### src/time_string_parser_assert.svh
// ----------------------------------------------------------------------------
// Time string parser assertion macros
// Shared concurrent assertion forms, clocked on clock and disabled in reset.
// ----------------------------------------------------------------------------
`ifndef TIME_STRING_PARSER_ASSERT_SVH
`define TIME_STRING_PARSER_ASSERT_SVH

// The consequent must hold in the same cycle as the antecedent.
`define TSP_ASSERT_NOW(lbl, ante, cons, msg) \
   lbl: assert property (@(posedge clock) disable iff (reset) (ante) |-> (cons)) else $error(msg);

// The consequent must hold in the cycle after the antecedent.
`define TSP_ASSERT_NEXT(lbl, ante, cons, msg) \
   lbl: assert property (@(posedge clock) disable iff (reset) (ante) |=> (cons)) else $error(msg);

`endif

### src/tsp_pkg.sv
// ----------------------------------------------------------------------------
// Time string parser package
// Transaction payload types, parse phases and character codes.
// ----------------------------------------------------------------------------
`timescale 1ns / 1ps
`default_nettype none

package tsp_pkg;

   // Character codes used by the parser.
   localparam logic [7:0] CHAR_ZERO  = 8'h30;
   localparam logic [7:0] CHAR_NINE  = 8'h39;
   localparam logic [7:0] CHAR_COLON = 8'h3A;
   localparam logic [7:0] CHAR_DOT   = 8'h2E;
   localparam logic [7:0] CHAR_SPACE = 8'h20;
   localparam logic [7:0] CHAR_TAB   = 8'h09;
   localparam logic [7:0] CHAR_CR    = 8'h0D;

   // Validity limits of the parsed fields.
   localparam logic [6:0] HOUR_MAX   = 7'd23;
   localparam logic [6:0] MINUTE_MAX = 7'd60;
   localparam logic [6:0] SECOND_MAX = 7'd60;

   // Number of fraction digits that count toward the millisecond.
   localparam logic [1:0] FRAC_DIGITS = 2'd3;

   // Parse phases.
   typedef enum logic [3:0] {
      PH_LEAD      = 4'd0,
      PH_HOUR1     = 4'd1,
      PH_SEP1_PRE  = 4'd2,
      PH_SEP1_POST = 4'd3,
      PH_MIN1      = 4'd4,
      PH_SEP2_PRE  = 4'd5,
      PH_SEP2_POST = 4'd6,
      PH_SEC1      = 4'd7,
      PH_AFTER_SEC = 4'd8,
      PH_FRAC_DOT  = 4'd9,
      PH_FRAC      = 4'd10
   } phase_type;

   // One character of the time string.
   typedef struct packed {
      logic [7:0] character;
      logic       last;
   } tsp_req_type;

   // One parse result.
   typedef struct packed {
      logic       ok;
      logic [6:0] hour;
      logic [6:0] minute;
      logic [6:0] second;
      logic [9:0] millisecond;
   } tsp_rsp_type;

endpackage : tsp_pkg

`default_nettype wire

### src/time_string_parser.sv
// ----------------------------------------------------------------------------
// Time string parser
// Parses an hh[:mm[:ss[.fff]]] time string one character per transaction
// and delivers one result transaction on the character marked last.
// A result is valid in the cycle after its last character is accepted.
// One character per cycle unless stalled; the state update is a single pass of
// character decode, phase step and a multiply-by-ten accumulate.
// The result register frees the input side whenever the result is taken or
// empty. Reset (synchronous) clears the phase, accumulators and result valid.
// ----------------------------------------------------------------------------
`timescale 1ns / 1ps
`default_nettype none

`include "time_string_parser_assert.svh"

module time_string_parser
   import tsp_pkg::*;
(
   input  wire logic        clock,
   input  wire logic        reset,
   input  wire logic        req_valid,
   output logic             req_ready,
   input  wire tsp_req_type req_data,
   output logic             rsp_valid,
   input  wire logic        rsp_ready,
   output tsp_rsp_type      rsp_data
);

   // Parser state.
   phase_type   phase_ff, phase_in, phase_nx;
   logic [6:0]  hour_ff, hour_in, hour_nx;
   logic [6:0]  minute_ff, minute_in, minute_nx;
   logic [6:0]  second_ff, second_in, second_nx;
   logic [9:0]  fraction_ff, fraction_in, fraction_nx;
   logic [1:0]  count_ff, count_in, count_nx;
   logic        failed_ff, failed_in, failed_nx;

   // Result register.
   logic        rsp_valid_ff, rsp_valid_in;
   tsp_rsp_type rsp_data_ff, rsp_data_in;

   logic        accept;
   logic        is_space;
   logic        is_digit;
   logic        is_delim;
   logic [3:0]  digit;
   logic [9:0]  millisecond;
   logic        values_ok;

   // Handshake: take a character whenever the result register can move.
   assign req_ready = !rsp_valid_ff || rsp_ready;
   assign accept    = req_valid && req_ready;
   assign rsp_valid = rsp_valid_ff;
   assign rsp_data  = rsp_data_ff;

   // Character classes.
   assign is_space = (req_data.character == CHAR_SPACE) ||
                     ((req_data.character >= CHAR_TAB) && (req_data.character <= CHAR_CR));
   assign is_digit = (req_data.character >= CHAR_ZERO) && (req_data.character <= CHAR_NINE);
   assign is_delim = (req_data.character == CHAR_COLON) || (req_data.character == CHAR_DOT);
   assign digit    = is_digit ? 4'(req_data.character - CHAR_ZERO) : 4'd0;

   // Next phase and failure flag.
   always_comb begin
      phase_nx  = phase_ff;
      failed_nx = failed_ff;
      if (!failed_ff) begin
         unique case (phase_ff)
            PH_LEAD: begin
               if (is_digit) begin
                  phase_nx = PH_HOUR1;
               end else if (!is_space) begin
                  failed_nx = 1'b1;
               end
            end
            PH_HOUR1: begin
               if (is_digit) phase_nx = PH_SEP1_PRE;
               else failed_nx = 1'b1;
            end
            PH_SEP1_PRE: begin
               if (is_delim) phase_nx = PH_SEP1_POST;
               else if (is_digit) phase_nx = PH_MIN1;
               else if (!is_space) failed_nx = 1'b1;
            end
            PH_SEP1_POST: begin
               if (is_digit) phase_nx = PH_MIN1;
               else if (!is_space) failed_nx = 1'b1;
            end
            PH_MIN1: begin
               if (is_digit) phase_nx = PH_SEP2_PRE;
               else failed_nx = 1'b1;
            end
            PH_SEP2_PRE: begin
               if (is_delim) phase_nx = PH_SEP2_POST;
               else if (is_digit) phase_nx = PH_SEC1;
               else if (!is_space) failed_nx = 1'b1;
            end
            PH_SEP2_POST: begin
               if (is_digit) phase_nx = PH_SEC1;
               else if (!is_space) failed_nx = 1'b1;
            end
            PH_SEC1: begin
               if (is_digit) phase_nx = PH_AFTER_SEC;
               else failed_nx = 1'b1;
            end
            PH_AFTER_SEC: begin
               if (req_data.character == CHAR_DOT) phase_nx = PH_FRAC_DOT;
               else if (is_digit) phase_nx = PH_FRAC;
               else failed_nx = 1'b1;
            end
            PH_FRAC_DOT, PH_FRAC: begin
               if (is_digit) phase_nx = PH_FRAC;
               else failed_nx = 1'b1;
            end
            default: begin
               failed_nx = 1'b1;
            end
         endcase
      end
   end

   // Field accumulators, driven by the current phase and character.
   always_comb begin
      hour_nx     = hour_ff;
      minute_nx   = minute_ff;
      second_nx   = second_ff;
      fraction_nx = fraction_ff;
      count_nx    = count_ff;
      if (!failed_ff && is_digit) begin
         case (phase_ff)
            PH_LEAD: begin
               hour_nx = 7'(digit);
            end
            PH_HOUR1: begin
               hour_nx = 7'(hour_ff * 7'd10) + 7'(digit);
            end
            PH_SEP1_PRE, PH_SEP1_POST: begin
               minute_nx = 7'(digit);
            end
            PH_MIN1: begin
               minute_nx = 7'(minute_ff * 7'd10) + 7'(digit);
            end
            PH_SEP2_PRE, PH_SEP2_POST: begin
               second_nx = 7'(digit);
            end
            PH_SEC1: begin
               second_nx = 7'(second_ff * 7'd10) + 7'(digit);
            end
            PH_AFTER_SEC, PH_FRAC_DOT, PH_FRAC: begin
               // Digits past the third are dropped.
               if (count_ff < FRAC_DIGITS) begin
                  fraction_nx = 10'(fraction_ff * 10'd10) + 10'(digit);
                  count_nx    = count_ff + 2'd1;
               end
            end
            default: begin
            end
         endcase
      end
   end

   // Millisecond padding and field range check for the result.
   always_comb begin
      case (count_nx)
         2'd1:    millisecond = 10'(fraction_nx * 10'd100);
         2'd2:    millisecond = 10'(fraction_nx * 10'd10);
         default: millisecond = fraction_nx;
      endcase
   end

   assign values_ok = (hour_nx <= HOUR_MAX) && (minute_nx <= MINUTE_MAX) &&
                      (second_nx <= SECOND_MAX);

   // State next values: the last character returns the parser to its start.
   always_comb begin
      phase_in    = phase_ff;
      hour_in     = hour_ff;
      minute_in   = minute_ff;
      second_in   = second_ff;
      fraction_in = fraction_ff;
      count_in    = count_ff;
      failed_in   = failed_ff;
      if (accept) begin
         if (req_data.last) begin
            phase_in    = PH_LEAD;
            hour_in     = '0;
            minute_in   = '0;
            second_in   = '0;
            fraction_in = '0;
            count_in    = '0;
            failed_in   = 1'b0;
         end else begin
            phase_in    = phase_nx;
            hour_in     = hour_nx;
            minute_in   = minute_nx;
            second_in   = second_nx;
            fraction_in = fraction_nx;
            count_in    = count_nx;
            failed_in   = failed_nx;
         end
      end
   end

   // Result next values.
   always_comb begin
      rsp_data_in  = rsp_data_ff;
      rsp_valid_in = rsp_valid_ff && !rsp_ready;
      if (accept && req_data.last) begin
         rsp_valid_in            = 1'b1;
         rsp_data_in.ok          = !failed_nx && (phase_nx != PH_LEAD) &&
                                   (phase_nx != PH_HOUR1) && values_ok;
         rsp_data_in.hour        = hour_nx;
         rsp_data_in.minute      = minute_nx;
         rsp_data_in.second      = second_nx;
         rsp_data_in.millisecond = millisecond;
      end
   end

   // Control registers.
   always_ff @(posedge clock) begin
      if (reset) begin
         phase_ff     <= PH_LEAD;
         hour_ff      <= '0;
         minute_ff    <= '0;
         second_ff    <= '0;
         fraction_ff  <= '0;
         count_ff     <= '0;
         failed_ff    <= 1'b0;
         rsp_valid_ff <= 1'b0;
      end else begin
         phase_ff     <= phase_in;
         hour_ff      <= hour_in;
         minute_ff    <= minute_in;
         second_ff    <= second_in;
         fraction_ff  <= fraction_in;
         count_ff     <= count_in;
         failed_ff    <= failed_in;
         rsp_valid_ff <= rsp_valid_in;
      end
   end

   // Result payload register.
   always_ff @(posedge clock) begin
      rsp_data_ff <= rsp_data_in;
   end

   // A last character leaves the parser at its start state.
   `TSP_ASSERT_NEXT(a_last_restarts, accept && req_data.last, (phase_ff == PH_LEAD) && !failed_ff && (count_ff == 2'd0), "parser not restarted after last character")

   // A last character always produces a result.
   `TSP_ASSERT_NEXT(a_last_gives_result, accept && req_data.last, rsp_valid_ff, "no result after last character")

   // A held result blocks new characters.
   `TSP_ASSERT_NOW(a_stall_blocks_input, rsp_valid_ff && !rsp_ready, !req_ready, "input open while result stalled")

   // A nonzero fraction digit count occurs only in the fraction phase.
   `TSP_ASSERT_NOW(a_count_in_fraction, count_ff != 2'd0, phase_ff == PH_FRAC, "fraction count outside fraction phase")

endmodule : time_string_parser

`default_nettype wire

### config.mk
export PLATFORM = sky130hd
export DESIGN_NAME = time_string_parser
export DESIGN_NICKNAME = d
export VERILOG_FILES = /design/src/tsp_pkg.sv /design/src/time_string_parser.sv
export VERILOG_INCLUDE_DIRS = /design/src /design/src/src
export SDC_FILE = /design/constraint.sdc
export NUM_CORES = 1
export LEC_CHECK = 0
export CAP_MARGIN = 20
export CORE_MARGIN = 1
export CORE_UTILIZATION = 43
export DETAILED_ROUTE_END_ITERATION = 8
export DONT_BUFFER_PORTS = 1
export MAX_ROUTING_LAYER = met4
export PLACE_DENSITY = 0.68
export SLEW_MARGIN = 10
export SYNTH_ARGS = -nofsm -noshare
export SYNTH_HDL_FRONTEND = slang
export SYNTH_SLANG_ARGS = --single-unit
### constraint.sdc
create_clock -name clock -period 4.8 [get_ports clock]
set_clock_uncertainty 0.05 [all_clocks]
set_input_delay 0.24 -clock clock [delete_from_list [all_inputs] [get_ports clock]]
set_output_delay 0.24 -clock clock [all_outputs]
set_load 0.05 [all_outputs]
==> results.cfg, run 1 <==
[die]
rows = 40
core_area_sq_um = 12100
die_x_um = 114
fp.dieArea_sq_um = 13000
ios = 47
start_util = 0.444
die_y_um = 114

[clock_network]
cts_tree = built
clock-sinks = 71
clk_latency_ps = 340
cts-root-buf = clkbuf_16
path_clk_slew_ps = 60
htree_levels = 3
numCtsBuffers = 9
clockBufferDepth = 2
postCtsSetupRepairBufs = 0

[pwr]
vdd_drop_max_uv = 150
power.total_mw = 1.46
leakagePower_nw = 2.45
p_per_area_nw_per_um2 = 245

[synthesis]
synth_top_area_share = 0.179
syn_inst = 581
synth_edf_count = 32
synthMostInstantiatedCell = nor2_1
synth_common_cells = nor2_1 (63), ha_1 (59), nand2_1 (47), dfxtp_1 (39), xnor2_1 (39)
syn_area_sq_um = 5380
avgSynthCellArea_sq_um = 9.25
yosys_warnings = 0
synth_fp_nets = 660
ys_seq_area_frac = 0.324
yosys.area.top_type = edfxtp_1
synth_ff_type = dfxtp_1
synth.top_cells.by_area = edfxtp_1 (18%), dfxtp_1 (15%), ha_1 (14%)
synth_seq_cells = 71
ys_types = 71
synthArstFlopShare = 0

[critical_path]
r2r-end = rsp_data[9]
regToRegStartpoint = fraction_ff[0]
cp_data_required_time_ps = 4820
r2r_slack_ps = 330
timing_worst_setup_path_type = register to register
start_kind = register
worstRegToRegCells = 18
path_max_fanout = 4
arrival_ps = 4500
endpoint_kind = register

[global_routing]
grt_first_pass_wirelength_um = 22300
antenna_found_initial = 0
grt-ovfl-total = 0
track_usage = 0.227
grt_start_max_net_pins = 38
grt_pass1_vias = 4509

[min_path]
hold_path_class = primary input to register
hold_depth = 2
holdPathEnd = rsp_valid
worstHoldStart = req_data[0]

[sta]
hold_violations = 0
maxSlewHeadroom = 0.545
tightest_slew_ps = 681
final.period_utilization = 0.932
timing.final.ws_setup_ps = 328
whs_ps = 24.7
finalSetupViolations = 0
drv_slew = 0
fmax_mhz = 224
rsz0062_at_grt = false
min_period_ps = 4470
setup-tns-final_ps = 0

[drt]
drt-wirelength-per-cell_um = 17.7
drt-pass1-iter-count = 5
drt-total-wl_um = 13500
ant_nets = 0
num_vias = 4501
drt_iter0_markers = 388
drc = 0
viasPerCell = 5.92

[place]
placed_cells = 743
numPortBuffers = 0
gp_congestion = 0.954
pre_cts_ws_ps = 136
post-dp-hpwl_um = 9730

[final_layout]
areaGrowthSynthToFinish_pct = 10.8
fill_cells = 1160
insertedDiodeCount = 0
drive_gt1_frac = 0.0980
finalNetCount = 666
final_cell_count_no_fill = 760

[flow_run]
cap_violations = 0

[status]
status = complete, no violations
registers in the layout (all words and copies together), names as in the netlist:
register     count
fraction_ff     10
failed_ff        1
rsp_valid        1
count_ff         2
hour_ff          7
rsp_data        32
minute_ff        7
second_ff        7
phase_ff         4
cells in the final DEF (no fill, tap or decap), types with 3 or more instances in the layout:
master	netlist	layout
xnor2_1	39	39
a22o_1	4	4
and2_1	3	3
and3_1	4	4
or3_1	4	4
o21ai_2	3	3
inv_1	27	27
nor3_1	10	10
fa_1	7	7
o22ai_1	4	4
a221oi_1	9	9
a22oi_1	35	35
a31oi_1	9	9
nand3b_1	6	6
dfxtp_1	39	39
edfxtp_1	32	32
o21ai_0	24	23
nand2_1	47	47
a21o_1	6	6
o21bai_1	5	5
ha_1	59	59
buf_4	2	21
o2111ai_1	4	4
nand2b_1	8	8
mux2_2	4	4
o21ai_1	3	4
a21oi_1	22	22
xor2_1	9	9
nand3_1	10	10
a211oi_1	4	4
clkbuf_16	0	9
nand4b_1	3	3
nor2b_1	7	7
nor2_1	63	62
worst max-delay path, stage by stage (launching register included):
cell      delay (ps)
dfxtp_1          340
ha_1             300
ha_1             330
a311oi_1         330
nor2_1            90
mux2i_2          280
inv_1            110
ha_1             290
ha_1             280
inv_1             50
fa_1             530
inv_1             40
ha_1             310
a21oi_1          170
xnor2_1          150
xnor2_1          150
xnor2_1          150
xnor2_1          160
o311ai_2          90
stage by stage:
step           instance area, sq um  utilization
2_1_floorplan                  5380            -
3_3_place_gp                   5610        0.463
3_5_place_dp                   5610        0.463
4_1_cts                        5960        0.492
5_1_grt                        5960        0.492
6_report                       5960        0.492
layout make-up:
class | count | area, sq um | area share
multi-input cells | 455 | 3400 | 0.571
repair buffers | 22 | 178 | 0.0298
well taps | 168 | 210 | 0.0353
flip-flops and latches | 71 | 1740 | 0.292
clock inverters | 5 | 81.3 | 0.0136
clock buffers | 11 | 243 | 0.0407
inverters | 28 | 105 | 0.0176
routing by layer:
metal	part of all wire	global-route usage	vias to the layer above	routed length (um)
li1	-	-	2155	-
met3	0.050	0.0383	31	677
met4	0.030	0.103	0	406
met1	0.42	0.261	2186	5730
met5	0	-	-	0
met2	0.49	0.387	129	6660
worst max-delay path by stage:
stage	from	endpoint	slack [ps]	depth (start not counted)
after global routing	fraction_ff[2]	rsp_data[9]	40	19
after global placement	req_data[7]	rsp_data[9]	260	20
after CTS	fraction_ff[0]	rsp_data[9]	240	17
after detailed placement	req_data[7]	rsp_data[9]	140	20
after floorplan	req_data[3]	rsp_data[9]	110	23
final	fraction_ff[0]	rsp_data[9]	330	18
where the power goes:
part	leakage [nW]	internal, mW	switching, mW
Combinational	1.67	0.0176	0.0428
Clock	0.156	0.469	0.253
Sequential	0.624	0.642	0.0384
Total	2.45	1.13	0.334
logic make-up after synthesis:
kind of cell | after synthesis | share of synthesized area
buffers and inverters | 55 | 0.0447
XOR/XNOR | 48 | 0.0782
adder cells (fa/ha/maj) | 66 | 0.163
flip-flops | 71 | 0.324
multiplexers | 8 | 0.0168
AO/OA/AOI/OAI | 155 | 0.208
AND/OR/NAND/NOR | 178 | 0.165
repair_timing:
item	CTS	global route
endpoints found under the hold margin	37	0
resized for setup	0	2
setup endpoints to repair	0	1
hold buffers	1	0
No activity file was read; power rests on OpenSTA's default activity.
==> run 2, diff against run 1 <==
- SETUP_SLACK_MARGIN: default -> 0.5
==> results.cfg, run 2 (synthesis results as in run 1) <==
[status]
status = complete, no violations

[global_routing]
antenna_found_initial = 0
grt_pass1_vias = 4491
grt_first_pass_wirelength_um = 22800
grt-ovfl-total = 0
track_usage = 0.232
grt_start_max_net_pins = 38

[die]
fp.dieArea_sq_um = 13000
die_x_um = 114
rows = 40
die_y_um = 114
start_util = 0.444
ios = 47
core_area_sq_um = 12100

[drt]
ant_nets = 0
viasPerCell = 5.97
drt-pass1-iter-count = 5
drt-wirelength-per-cell_um = 18.4
drt-total-wl_um = 14000
drc = 0
num_vias = 4533
drt_iter0_markers = 419

[final_layout]
areaGrowthSynthToFinish_pct = 13.3
layout_commonest_cell = nor2_1
largest_register_ffs = 32
final_cell_mix = nor2_1 (61), ha_1 (54), nand2_1 (44), xnor2_1 (39), a22oi_1 (35)
insertedDiodeCount = 0
finalNetCount = 665
drive_gt1_frac = 0.147

[pwr]
leakagePower_nw = 2.46
vdd_drop_max_uv = 158
p_per_area_nw_per_um2 = 240
power.total_mw = 1.46

[critical_path]
timing_worst_setup_path_type = register to register
endpoint_kind = register
cp_data_required_time_ps = 4820
arrival_ps = 4150
start_kind = register
path_max_fanout = 4

[clock_network]
clockBufferDepth = 2
cts_tree = built
clk_latency_ps = 340
path_clk_slew_ps = 60
htree_levels = 3
numCtsBuffers = 9
cts-root-buf = clkbuf_16
clock-sinks = 71

[place]
post-dp-hpwl_um = 10100
numPortBuffers = 0
gp_congestion = 0.937

[sta]
finalSetupViolations = 0
maxSlewHeadroom = 0.560
tightest_slew_ps = 659
fmax_mhz = 242
final.period_utilization = 0.860
drv_slew = 0
rsz0062_at_grt = false
setup-tns-final_ps = 0
min_period_ps = 4130
hold_violations = 0

[flow_run]
cap_violations = 0

[min_path]
hold_path_class = primary input to register
==> run 2: changes by cell type in the layout (fill, tap and decap cells not counted), moves of 3 or more <==
| cell | before | now |
|---|---|---|
| dfxtp_1 | 39 | 34 |
| inv_1 | 27 | 23 |
| inv_2 | 1 | 4 |
| dfxtp_2 | 0 | 4 |
| nand2_1 | 47 | 44 |
| ha_1 | 59 | 54 |
| ha_4 | 0 | 4 |
| nand2_2 | 0 | 3 |
==> run 2: final timing paths <==
path	start	to	slack [ps]	cells after the start
setup / recovery	fraction_ff[0]	rsp_data[9]	670	19
hold reg to reg	minute_ff[6]	minute_ff[6]	470	2
hold / removal	req_data[0]	rsp_valid	20	2
setup reg to reg	fraction_ff[0]	rsp_data[9]	670	19
==> run 2: per-layer routing <==
metal	vias up	GRT usage	part of all wire
li1	2160	-	-
met1	2195	0.289	0.45
met2	150	0.363	0.47
met3	28	0.0526	0.060
met4	0	0.0952	0.024
met5	-	-	0
==> run 2: what timing repair did <==
item / in CTS / in global routing
gates cloned: 0 / 0
pin swaps: 1 / 11
hold buffers: 1 / 0
buffers inserted: 2 / 5
gates resized for setup: 4 / 20
endpoints found under the setup margin: 1 / 2
endpoints found under the hold margin: 37 / 0
==> run 2: final cells by class <==
| class | count | area [sq um] |
|---|---|---|
| Tap cell | 168 | 210 |
| Inverter | 28 | 108 |
| Clock buffer | 11 | 233 |
| Clock inverter | 5 | 81.3 |
| Multi-Input combinational cell | 455 | 3540 |
| Timing Repair Buffer | 21 | 170 |
| Sequential cell | 71 | 1750 |
| Fill cell | 1140 | 6020 |
==> run 2: power breakdown <==
part | total, mW | internal, mW | leakage, nW | switching [mW]
logic | 0.0615 | 0.0174 | 1.68 | 0.0441
clock network | 0.722 | 0.456 | 0.150 | 0.266
registers | 0.679 | 0.641 | 0.627 | 0.0380
total | 1.46 | 1.11 | 2.46 | 0.348
==> run 2: critical path, cell delays in order (launching register included) <==
cell and delay, ps:
dfxtp_4 370, ha_4 240, ha_4 270, and2_1 140, a32o_2 180, nor2_1 60
mux2i_2 210, inv_1 90, ha_1 300, ha_1 270, inv_1 40, fa_1 480
inv_2 50, ha_4 240, a21oi_2 140, xnor2_1 140, xnor2_1 150, xnor2_1 160
xnor2_1 160, o311ai_2 100
==> run 2: through the flow <==
| step | hold slack [ps] | cell area (sq um) | worst slack [ps] | util | cells |
|---|---|---|---|---|---|
| after global placement | 271 | 5630 | 237 | 0.465 | 735 |
| after detailed placement | 272 | 5630 | 112 | 0.465 | 735 |
| after CTS | 12.2 | 5990 | 527 | 0.495 | 754 |
| final | 19.9 | 6090 | 674 | 0.503 | 759 |
| after floorplan | 353 | 5460 | 500 | - | 581 |
| after global routing | 23.7 | 6090 | 484 | 0.503 | 759 |
==> run 3, diff against run 2 <==
- HOLD_SLACK_MARGIN: default -> 0.02
- SLEW_MARGIN: 10 -> default
==> results.cfg, run 3 (synthesis results as in run 1) <==
[status]
status = complete, no violations

[critical_path]
arrival_ps = 4150
start_kind = register
endpoint_kind = register
path_max_fanout = 4
cp_data_required_time_ps = 4830
timing_worst_setup_path_type = register to register

[place]
numPortBuffers = 0
post-dp-hpwl_um = 10100
gp_congestion = 0.937

[clock_network]
clock-sinks = 71
clk_latency_ps = 340
cts_tree = built
clockBufferDepth = 2
numCtsBuffers = 9
cts-root-buf = clkbuf_16
path_clk_slew_ps = 60
htree_levels = 3

[sta]
setup-tns-final_ps = 0
rsz0062_at_grt = false
min_period_ps = 4130
drv_slew = 0
finalSetupViolations = 0
fmax_mhz = 242
tightest_slew_ps = 643
maxSlewHeadroom = 0.570
whs_ps = 52.7
hold_violations = 0
final.period_utilization = 0.860

[global_routing]
use_met3 = 0.0526
use_met1 = 0.289
antenna_found_initial = 0
grt-ovfl-total = 0
grt_start_max_net_pins = 38
grt_first_pass_wirelength_um = 22800
busiest_layer = met2
grt_use_met2 = 0.363
track_usage = 0.232
grt_pass1_vias = 4513

[pwr]
combinationalPowerShare = 0.043
internal_power_mw = 1.12
p_switching_uw = 348
clkPwrFrac = 0.493
vdd_drop_max_uv = 158
p_per_area_nw_per_um2 = 240
seq_power_share = 0.464
leakagePower_nw = 2.46
p_sw_frac = 0.238

[final_layout]
layout_commonest_cell = nor2_1
fill_cells = 1137
insertedDiodeCount = 0
drive_gt1_frac = 0.147
largest_register_ffs = 32
final_cell_mix = nor2_1 (61), ha_1 (54), nand2_1 (44), xnor2_1 (39), a22oi_1 (35)
areaGrowthSynthToFinish_pct = 13.5
finalNetCount = 666

[drt]
ant_nets = 0
viasPerCell = 6.00
drt-total-wl_um = 14000
num_vias = 4558
drc = 0
drt-wirelength-per-cell_um = 18.5
drt_iter0_markers = 410
drt-pass1-iter-count = 5

[die]
fp.dieArea_sq_um = 13000
rows = 40
start_util = 0.444
die_x_um = 114
core_area_sq_um = 12100
ios = 47
die_y_um = 114

[min_path]
hold_path_class = primary input to register

[flow_run]
cap_violations = 0
==> run 3: power groups by stage <==
stage               combinational [mW]  sequential, mW  clock [mW]
finish                          0.0623           0.679       0.722
detailed placement              0.0533           0.693           0
CTS                             0.0613           0.680       0.733
floorplan                       0.0456           0.690           0
global route                    0.0663           0.680       0.758
global placement                0.0522           0.693           0
==> run 3: worst max-delay path, stage by stage, from the launching register on <==
cell and delay (ps):
dfxtp_4 370, ha_4 240, ha_4 270, and2_1 140, a32o_2 180, nor2_1 60
mux2i_2 210, inv_1 90, ha_1 300, ha_1 270, inv_1 40, fa_1 480
inv_2 50, ha_4 240, a21oi_2 140, xnor2_1 140, xnor2_1 150, xnor2_1 160
xnor2_1 160, o311ai_2 100
==> run 3: layout make-up <==
class,instances,area [sq um],area share
Clock buffer,11,233,0.0381
Multi-Input combinational cell,455,3540,0.580
Timing Repair Buffer,22,180,0.0295
Inverter,28,108,0.0176
Clock inverter,5,81.3,0.0133
Tap cell,168,210,0.0345
Sequential cell,71,1750,0.287
==> run 3: path summary, 6_finish.rpt <==
kind	startpoint	endpoint	slack, ps	depth (start not counted)
worst min register to register	fraction_ff[9]	fraction_ff[9]	470	2
worst max register to register	fraction_ff[0]	rsp_data[9]	670	19
worst max-delay path	fraction_ff[0]	rsp_data[9]	670	19
worst min-delay path	reset	failed_ff	50	3
==> run 3: layer usage <==
metal,up-vias,routed length [um]
li1,2164,-
met1,2206,6300
met2,157,6540
met3,31,844
met4,0,338
met5,-,0
==> run 3: through the flow <==
step	cell area (sq um)	utilization	worst slack, ps	total power [mW]	std cells
6_report	6100	0.504	672	1.46	760
5_1_grt	6100	0.504	484	1.50	760
4_1_cts	6000	0.495	527	1.47	755
3_5_place_dp	5630	0.465	112	0.746	735
3_3_place_gp	5630	0.465	237	0.745	735
2_1_floorplan	5460	-	500	0.736	581
==> run 3: repair_timing <==
action / 4_1_cts / 5_1_grt
hold endpoints to repair: 37 / 0
gates resized for setup: 4 / 20
endpoints found under the setup margin: 1 / 2
hold buffers: 2 / 0
setup buffers: 2 / 5
pin swaps: 1 / 11
